File: src/rtl/core/rma_pkg.sv
`timescale 1ns / 1ps

package rma_pkg;

  localparam int DEPTH      = 16;
  localparam int SAMPLE_W   = 16;
  localparam int IDX_W      = $clog2(DEPTH);
  localparam int FILL_W     = $clog2(DEPTH + 1);
  localparam int SUM_W      = SAMPLE_W + $clog2(DEPTH);
  localparam int STEP_W     = $clog2(SUM_W);
  localparam int WIN_LEN_W  = 5;
  localparam int THRESH_W   = 16;
  localparam int CFG_IDX_W  = 2;
  localparam int CFG_DATA_W = 16;

  localparam logic [CFG_IDX_W-1:0] REG_WINDOW_LENGTH  = CFG_IDX_W'(0);
  localparam logic [CFG_IDX_W-1:0] REG_JUMP_THRESHOLD = CFG_IDX_W'(1);

  localparam logic [WIN_LEN_W-1:0] WINDOW_LENGTH_RESET  = WIN_LEN_W'(16);
  localparam logic [THRESH_W-1:0]  JUMP_THRESHOLD_RESET = THRESH_W'(51);

  typedef enum logic [2:0] {
    ST_IDLE,
    ST_CHECK,
    ST_UPDATE,
    ST_DIV_INIT,
    ST_DIV,
    ST_LOAD
  } state_t;

endpackage

File: src/rtl/core/rma_if.sv
`timescale 1ns / 1ps

interface rma_sample_if;
  import rma_pkg::*;
  logic                       valid;
  logic                       ready;
  logic signed [SAMPLE_W-1:0] sample;
  modport source (output valid, output sample, input ready);
  modport sink (input valid, input sample, output ready);
endinterface

interface rma_result_if;
  import rma_pkg::*;
  logic                       valid;
  logic                       ready;
  logic signed [SAMPLE_W-1:0] mean;
  logic [FILL_W-1:0]          fill_count;
  logic                       restarted;
  modport source (output valid, output mean, output fill_count, output restarted,
                  input ready);
  modport sink (input valid, input mean, input fill_count, input restarted,
                output ready);
endinterface

interface rma_cfg_if;
  import rma_pkg::*;
  logic                    valid;
  logic                    ready;
  logic [CFG_IDX_W-1:0]    index;
  logic [CFG_DATA_W-1:0]   data;
  modport source (output valid, output index, output data, input ready);
  modport sink (input valid, input index, input data, output ready);
endinterface

File: src/rtl/core/resetting_moving_average_unit.sv
`timescale 1ns / 1ps
// Channel   Role  Payload
// samples   sink  sample (signed Q8.8)
// results   src   mean (signed Q8.8), fill_count, restarted
// cfg       sink  index, data (window_length, jump_threshold)
//
// Each sample passes from its transfer to a valid result through the jump test, the window
// update, the divider setup, the bit-serial restoring divider that forms the mean and the
// result load, in that order. A new sample is taken only in the idle state, so the block is
// through with one sample before it takes the next.
// The result register lets a new sample be taken while the last result waits;
// the block stalls before loading only if that result is still untaken.
// Reset is synchronous; the sample ring holds no reset and no unwritten entry is ever used.

module resetting_moving_average_unit (
  input  logic             clk,
  input  logic             rst,
  rma_sample_if.sink       samples,
  rma_result_if.source     results,
  rma_cfg_if.sink          cfg
);
  import rma_pkg::*;

  state_t state, state_next;

  logic signed [SAMPLE_W-1:0] ring [DEPTH];
  logic signed [SAMPLE_W-1:0] ring_rd;
  logic signed [SAMPLE_W-1:0] cur;
  logic signed [SAMPLE_W-1:0] previous_sample;
  logic signed [SUM_W-1:0]    window_sum;
  logic [FILL_W-1:0]          fill_level;
  logic [IDX_W-1:0]           oldest_slot;
  logic [WIN_LEN_W-1:0]       window_length;
  logic [THRESH_W-1:0]        jump_threshold;
  logic                       restart;

  logic [SUM_W-1:0]  quo;
  logic [FILL_W-1:0] rem;
  logic [STEP_W-1:0] step;
  logic              neg;

  logic [FILL_W-1:0]          len;
  logic signed [SAMPLE_W:0]   diff;
  logic [SAMPLE_W:0]          mag;
  logic                       jump;
  logic [FILL_W-1:0]          fill_eff;
  logic signed [SUM_W-1:0]    sum_eff;
  logic [IDX_W-1:0]           oldest_eff;
  logic signed [SUM_W-1:0]    cur_ext;
  logic signed [SUM_W-1:0]    old_ext;
  logic                       not_full;
  logic [IDX_W-1:0]           wr_addr;
  logic                       wr_en;
  logic [FILL_W:0]            trial;
  logic                       trial_ge;
  logic                       out_free;

  assign samples.ready = (state == ST_IDLE) && !cfg.valid;
  assign cfg.ready     = (state == ST_IDLE);
  assign out_free      = !results.valid || results.ready;

  always_comb begin
    if (window_length == '0) begin
      len = FILL_W'(1);
    end else if (int'(window_length) > DEPTH) begin
      len = FILL_W'(DEPTH);
    end else begin
      len = FILL_W'(window_length);
    end
  end

  assign diff = {cur[SAMPLE_W-1], cur} - {previous_sample[SAMPLE_W-1], previous_sample};
  assign mag  = diff[SAMPLE_W] ? (SAMPLE_W + 1)'(-diff) : (SAMPLE_W + 1)'(diff);
  assign jump = (fill_level != '0) && (mag > {1'b0, jump_threshold});

  assign fill_eff   = restart ? '0 : fill_level;
  assign sum_eff    = restart ? '0 : window_sum;
  assign oldest_eff = restart ? '0 : oldest_slot;
  assign cur_ext    = SUM_W'(cur);
  assign old_ext    = SUM_W'(ring_rd);
  assign not_full   = fill_eff < len;
  assign wr_addr    = not_full ? fill_eff[IDX_W-1:0] : oldest_eff;
  assign wr_en      = (state == ST_UPDATE);

  assign trial    = {rem, quo[SUM_W-1]};
  assign trial_ge = trial >= {1'b0, fill_level};

  always_comb begin
    state_next = state;
    case (state)
      ST_IDLE: begin
        if (samples.valid && samples.ready) begin
          state_next = ST_CHECK;
        end
      end
      ST_CHECK:    state_next = ST_UPDATE;
      ST_UPDATE:   state_next = ST_DIV_INIT;
      ST_DIV_INIT: state_next = ST_DIV;
      ST_DIV: begin
        if (step == STEP_W'(SUM_W - 1)) begin
          state_next = ST_LOAD;
        end
      end
      ST_LOAD: begin
        if (out_free) begin
          state_next = ST_IDLE;
        end
      end
      default: state_next = ST_IDLE;
    endcase
  end

  always_ff @(posedge clk) begin
    if (rst) begin
      state <= ST_IDLE;
    end else begin
      state <= state_next;
    end
  end

  always_ff @(posedge clk) begin
    if (wr_en) begin
      ring[wr_addr] <= cur;
    end
    ring_rd <= ring[oldest_slot];
  end

  always_ff @(posedge clk) begin
    if (rst) begin
      window_sum      <= '0;
      fill_level      <= '0;
      oldest_slot     <= '0;
      previous_sample <= '0;
      window_length   <= WINDOW_LENGTH_RESET;
      jump_threshold  <= JUMP_THRESHOLD_RESET;
      results.valid   <= 1'b0;
    end else begin
      if (state == ST_LOAD && out_free) begin
        results.valid <= 1'b1;
      end else if (results.valid && results.ready) begin
        results.valid <= 1'b0;
      end
      if (cfg.valid && cfg.ready) begin
        case (cfg.index)
          REG_WINDOW_LENGTH: begin
            window_length <= cfg.data[WIN_LEN_W-1:0];
            window_sum    <= '0;
            fill_level    <= '0;
            oldest_slot   <= '0;
          end
          REG_JUMP_THRESHOLD: begin
            jump_threshold <= cfg.data[THRESH_W-1:0];
          end
          default: begin
          end
        endcase
      end
      if (state == ST_UPDATE) begin
        previous_sample <= cur;
        if (not_full) begin
          window_sum  <= sum_eff + cur_ext;
          fill_level  <= fill_eff + 1'b1;
          oldest_slot <= oldest_eff;
        end else begin
          window_sum <= window_sum - old_ext + cur_ext;
          if (FILL_W'(oldest_slot) + 1'b1 == len) begin
            oldest_slot <= '0;
          end else begin
            oldest_slot <= oldest_slot + 1'b1;
          end
        end
      end
    end
  end

  always_ff @(posedge clk) begin
    case (state)
      ST_IDLE: begin
        if (samples.valid && samples.ready) begin
          cur <= samples.sample;
        end
      end
      ST_CHECK: begin
        restart <= jump;
      end
      ST_DIV_INIT: begin
        neg  <= window_sum[SUM_W-1];
        quo  <= window_sum[SUM_W-1] ? SUM_W'(-window_sum) : SUM_W'(window_sum);
        rem  <= '0;
        step <= '0;
      end
      ST_DIV: begin
        if (trial_ge) begin
          rem <= FILL_W'(trial - {1'b0, fill_level});
        end else begin
          rem <= trial[FILL_W-1:0];
        end
        quo  <= {quo[SUM_W-2:0], trial_ge};
        step <= step + 1'b1;
      end
      ST_LOAD: begin
        if (out_free) begin
          results.mean       <= neg ? -quo[SAMPLE_W-1:0] : quo[SAMPLE_W-1:0];
          results.fill_count <= fill_level;
          results.restarted  <= restart;
        end
      end
      default: begin
      end
    endcase
  end

endmodule

File: src/flat_wrapper.sv
// flat-port wrapper written by rule: the top's interface ports become plain ports
module resetting_moving_average_unit_flat import rma_pkg::*;
  (clk, rst, samples_valid, samples_sample, samples_ready, results_valid, results_mean, results_fill_count, results_restarted, results_ready, cfg_valid, cfg_index, cfg_data, cfg_ready);
  rma_sample_if samples_i ();
  rma_result_if results_i ();
  rma_cfg_if cfg_i ();
  input  logic clk;
  input  logic rst;
  input wire logic [$bits(samples_i.valid)-1:0] samples_valid;
  input wire logic [$bits(samples_i.sample)-1:0] samples_sample;
  output wire logic [$bits(samples_i.ready)-1:0] samples_ready;
  output wire logic [$bits(results_i.valid)-1:0] results_valid;
  output wire logic [$bits(results_i.mean)-1:0] results_mean;
  output wire logic [$bits(results_i.fill_count)-1:0] results_fill_count;
  output wire logic [$bits(results_i.restarted)-1:0] results_restarted;
  input wire logic [$bits(results_i.ready)-1:0] results_ready;
  input wire logic [$bits(cfg_i.valid)-1:0] cfg_valid;
  input wire logic [$bits(cfg_i.index)-1:0] cfg_index;
  input wire logic [$bits(cfg_i.data)-1:0] cfg_data;
  output wire logic [$bits(cfg_i.ready)-1:0] cfg_ready;
  assign samples_i.valid = samples_valid;
  assign samples_i.sample = samples_sample;
  assign samples_ready = samples_i.ready;
  assign results_valid = results_i.valid;
  assign results_mean = results_i.mean;
  assign results_fill_count = results_i.fill_count;
  assign results_restarted = results_i.restarted;
  assign results_i.ready = results_ready;
  assign cfg_i.valid = cfg_valid;
  assign cfg_i.index = cfg_index;
  assign cfg_i.data = cfg_data;
  assign cfg_ready = cfg_i.ready;
  resetting_moving_average_unit u_core (.clk(clk), .rst(rst), .samples(samples_i), .results(results_i), .cfg(cfg_i));
endmodule
File: config.mk
export PLATFORM = sky130hd
export DESIGN_NAME = resetting_moving_average_unit_flat
export DESIGN_NICKNAME = d
export VERILOG_FILES = /design/src/rtl/core/rma_pkg.sv /design/src/rtl/core/rma_if.sv /design/src/rtl/core/resetting_moving_average_unit.sv /design/src/flat_wrapper.sv
export SDC_FILE = /design/constraint.sdc
export NUM_CORES = 1
export LEC_CHECK = 0
export ABC_AREA = 1
export CORE_AREA = 3 3 200 250
export DETAILED_ROUTE_END_ITERATION = 16
export DIE_AREA = 0 0 203 253
export DONT_BUFFER_PORTS = 1
export GPL_ROUTABILITY_DRIVEN = 0
export HOLD_SLACK_MARGIN = 0.15
export PLACE_DENSITY = 0.69
export SLEW_MARGIN = 0
export SYNTH_ARGS = -nofsm -noshare
export SYNTH_HDL_FRONTEND = slang
export SYNTH_SLANG_ARGS = --single-unit
File: constraint.sdc
create_clock -name clk -period 5.2 [get_ports clk]
set_input_delay 1.56 -clock clk [delete_from_list [all_inputs] [get_ports clk]]
set_output_delay 1.56 -clock clk [all_outputs]
set_load 0.02 [all_outputs]
==> flow_summary.json <==
{
  "status": "finished clean",
  "path_max_fanout": 18,
  "track_usage_pct": 20.7,
  "worst_slew_pin_slew_ns": 1.16,
  "synth_top_area_share_pct": 45.7,
  "tns_ns": 0,
  "crit_path_end_kind": "register",
  "coreArea_um2": 47500,
  "drt-initial-drc-count": 1116,
  "final.setup_skew_ns": 0.0186,
  "clockBufferDepth": 3,
  "root_buffer": "clkbuf_16",
  "port_buffers": 0,
  "hp-class": "reg -> reg",
  "fillCellCount": 4277,
  "synth_edf_count": 326,
  "ys_warn_count": 0,
  "final_area_um2": 23600,
  "final_nets": 2355,
  "synth_common_cells": "326 x edfxtp_1, 322 x nand2_1, 247 x nor2_1",
  "hold_buffers": 0,
  "synthArstFlopShare_pct": 0,
  "die_height_um": 253,
  "ys_seq_area_share_pct": 53.7,
  "synth-seq-cells": 412,
  "dieArea_um2": 51400,
  "busiest_layer": "met2",
  "grtUsageMet2_pct": 36.2,
  "period_share_pct": 84.5,
  "via_count": 16100,
  "wirelength_mm": 54.1,
  "numCtsBuffers": 42,
  "syn2layout_area_growth_pct": 10.1,
  "clkTransAtPathRegs_ns": 0.06,
  "cp_common_cell": "nand2_1",
  "cp.required_ns": 5.63,
  "final_core_util_pct": 49.6,
  "viasPerCell": 5.61,
  "wl_per_cell_um": 18.8,
  "leakage_nw": 8.88,
  "relSlewSlack_pct": 22.5,
  "cts_tree": "built",
  "peakVddDrop_uv": 484,
  "synth_ff_type": "edfxtp_1",
  "rsz0062_at_grt": "false",
  "fmax_mhz": 227,
  "layout-drive-gt1-share_pct": 7.23,
  "antenna_found_initial": 0,
  "clock_sinks": 412,
  "syn_nets": 2346,
  "finalHoldViolations": 0,
  "die_x_um": 203,
  "overflow": 0,
  "cts_resized": 0,
  "synthCells": 2199,
  "cp-start-kind": "register",
  "yosysMostFrequentCell": "edfxtp_1",
  "htree_levels": 2,
  "n_antenna_cell": 0,
  "max_stage_delay_ns": 0.76,
  "final.min_clock_period_ns": 4.40,
  "grt_max_degree": 122,
  "powerDensity_nw_per_um2": 488,
  "grtUsageMet1_pct": 25.2,
  "synth_area_leaders": "edfxtp_1 46%, dfxtp_1 8.0%, nand2_1 5.6%",
  "slowest_stage": "edfxtp_1",
  "first_pass_iters": 5,
  "initial_core_util_pct": 45.0,
  "drc": 0,
  "grt_use_met3_pct": 3.51,
  "placed_cell_area_um2": 22200,
  "netlist_area_um2": 21400,
  "ant_nets": 0,
  "hpwlAfterDp_mm": 36.2,
  "slew_violations": 0,
  "clk_latency_ns": 0.58,
  "drv_cap": 0,
  "grt_pass1_vias": 15900,
  "setup_viol": 0,
  "arrival_ns": 4.83,
  "synth_top_area_cell": "edfxtp_1",
  "path_class": "reg -> reg",
  "synth_cell_types": 55,
  "pin_count": 64,
  "rows": 89,
  "syn_area_per_cell_um2": 9.74,
  "grt_pass1_wl_mm": 84.4,
  "cts_setup_buffers": 0
}
==> layout by cell type, fill, tap and decap left out, types with 43 or more instances in the layout <==
master	synthesis	layout
mux2i_1	48	48
xor2_1	55	55
dfxtp_1	86	83
nand3_1	119	119
o221ai_1	48	48
o21ai_0	180	179
a21oi_1	147	147
inv_1	224	224
buf_4	3	45
edfxtp_1	326	326
ha_1	86	86
nor2_1	247	247
clkbuf_16	0	43
nand2_1	322	322
==> state kept, by name (all words and copies together), names as in the netlist, 16 cells and up <==
register and flops:
u_core.jump_threshold 16, u_core.window_sum 20, u_core.ring_rd 16, u_core.previous_sample 16, u_core.ring 256, u_core.quo 20, u_core.results.mean 16, u_core.cur 16
==> per-layer routing <==
metal	vias up	share of wire [%]
met3	146	5.5
met5	-	0
met2	508	50
met4	0	3.9
met1	7801	41
li1	7693	-
==> critical path, delay by kind of cell, from the launching register on <==
kind / cells / cell delay (ns)
and+or+nand+nor: 18 / 1.56
adders and majority gates: 3 / 0.91
DFF: 1 / 0.76
buffers and inverters: 4 / 0.45
AOI/OAI and AO/OA: 3 / 0.41
xor gates and xnor gates: 1 / 0.16
==> layout make-up <==
| class | count | area, µm² | share of cell area (%) |
|---|---|---|---|
| repair buffers | 45 | 338 | 1.43 |
| inverters | 237 | 890 | 3.77 |
| flip-flops and latches | 412 | 11500 | 48.8 |
| clock inverters | 19 | 194 | 0.822 |
| clock buffers | 59 | 1170 | 4.94 |
| multi-input cells | 1470 | 8680 | 36.8 |
| well taps | 637 | 797 | 3.38 |
==> per-stage QoR <==
step | instances | setup WS, ns | total power [mW] | hold WS (ns)
finish | 2879 | 0.804 | 11.5 | 0.462
global route | 2879 | 0.307 | 12.3 | 0.486
CTS | 2879 | 0.878 | 11.5 | 0.465
detailed placement | 2801 | 0.963 | 8.52 | 0.455
global placement | 2801 | 1.05 | 8.39 | 0.447
floorplan | 2199 | 1.00 | 7.48 | 0.435
==> logic make-up after synthesis <==
| family | count (synthesis) | share of synthesized area [%] |
|---|---|---|
| buffers and inverters | 317 | 5.77 |
| AOI/OAI and AO/OA | 458 | 12.5 |
| muxes | 48 | 2.24 |
| and+or+nand+nor | 785 | 15.7 |
| DFF | 412 | 53.7 |
| adders and majority gates | 108 | 7.08 |
| xor gates and xnor gates | 71 | 2.94 |
==> power by group <==
group          switching, mW  leakage, nW  internal (mW)
Combinational           2.82         4.56           1.44
Clock                   1.26        0.667           1.72
Sequential             0.268         3.66           4.00
==> worst paths after layout <==
path | slack [ns] | cells past startpoint | from | endpoint
worst min-delay path | 0.46 | 2 | u_core.previous_sample[10]$_SDFFE_PP0P_ | u_core.previous_sample[10]$_SDFFE_PP0P_
worst min register to register | 0.46 | 2 | u_core.previous_sample[10]$_SDFFE_PP0P_ | u_core.previous_sample[10]$_SDFFE_PP0P_
worst max-delay path | 0.80 | 29 | u_core.cur[0]$_DFFE_PP_ | u_core.restart$_DFFE_PP_
worst max register to register | 0.80 | 29 | u_core.cur[0]$_DFFE_PP_ | u_core.restart$_DFFE_PP_
(Power assumes the default switching activity.)
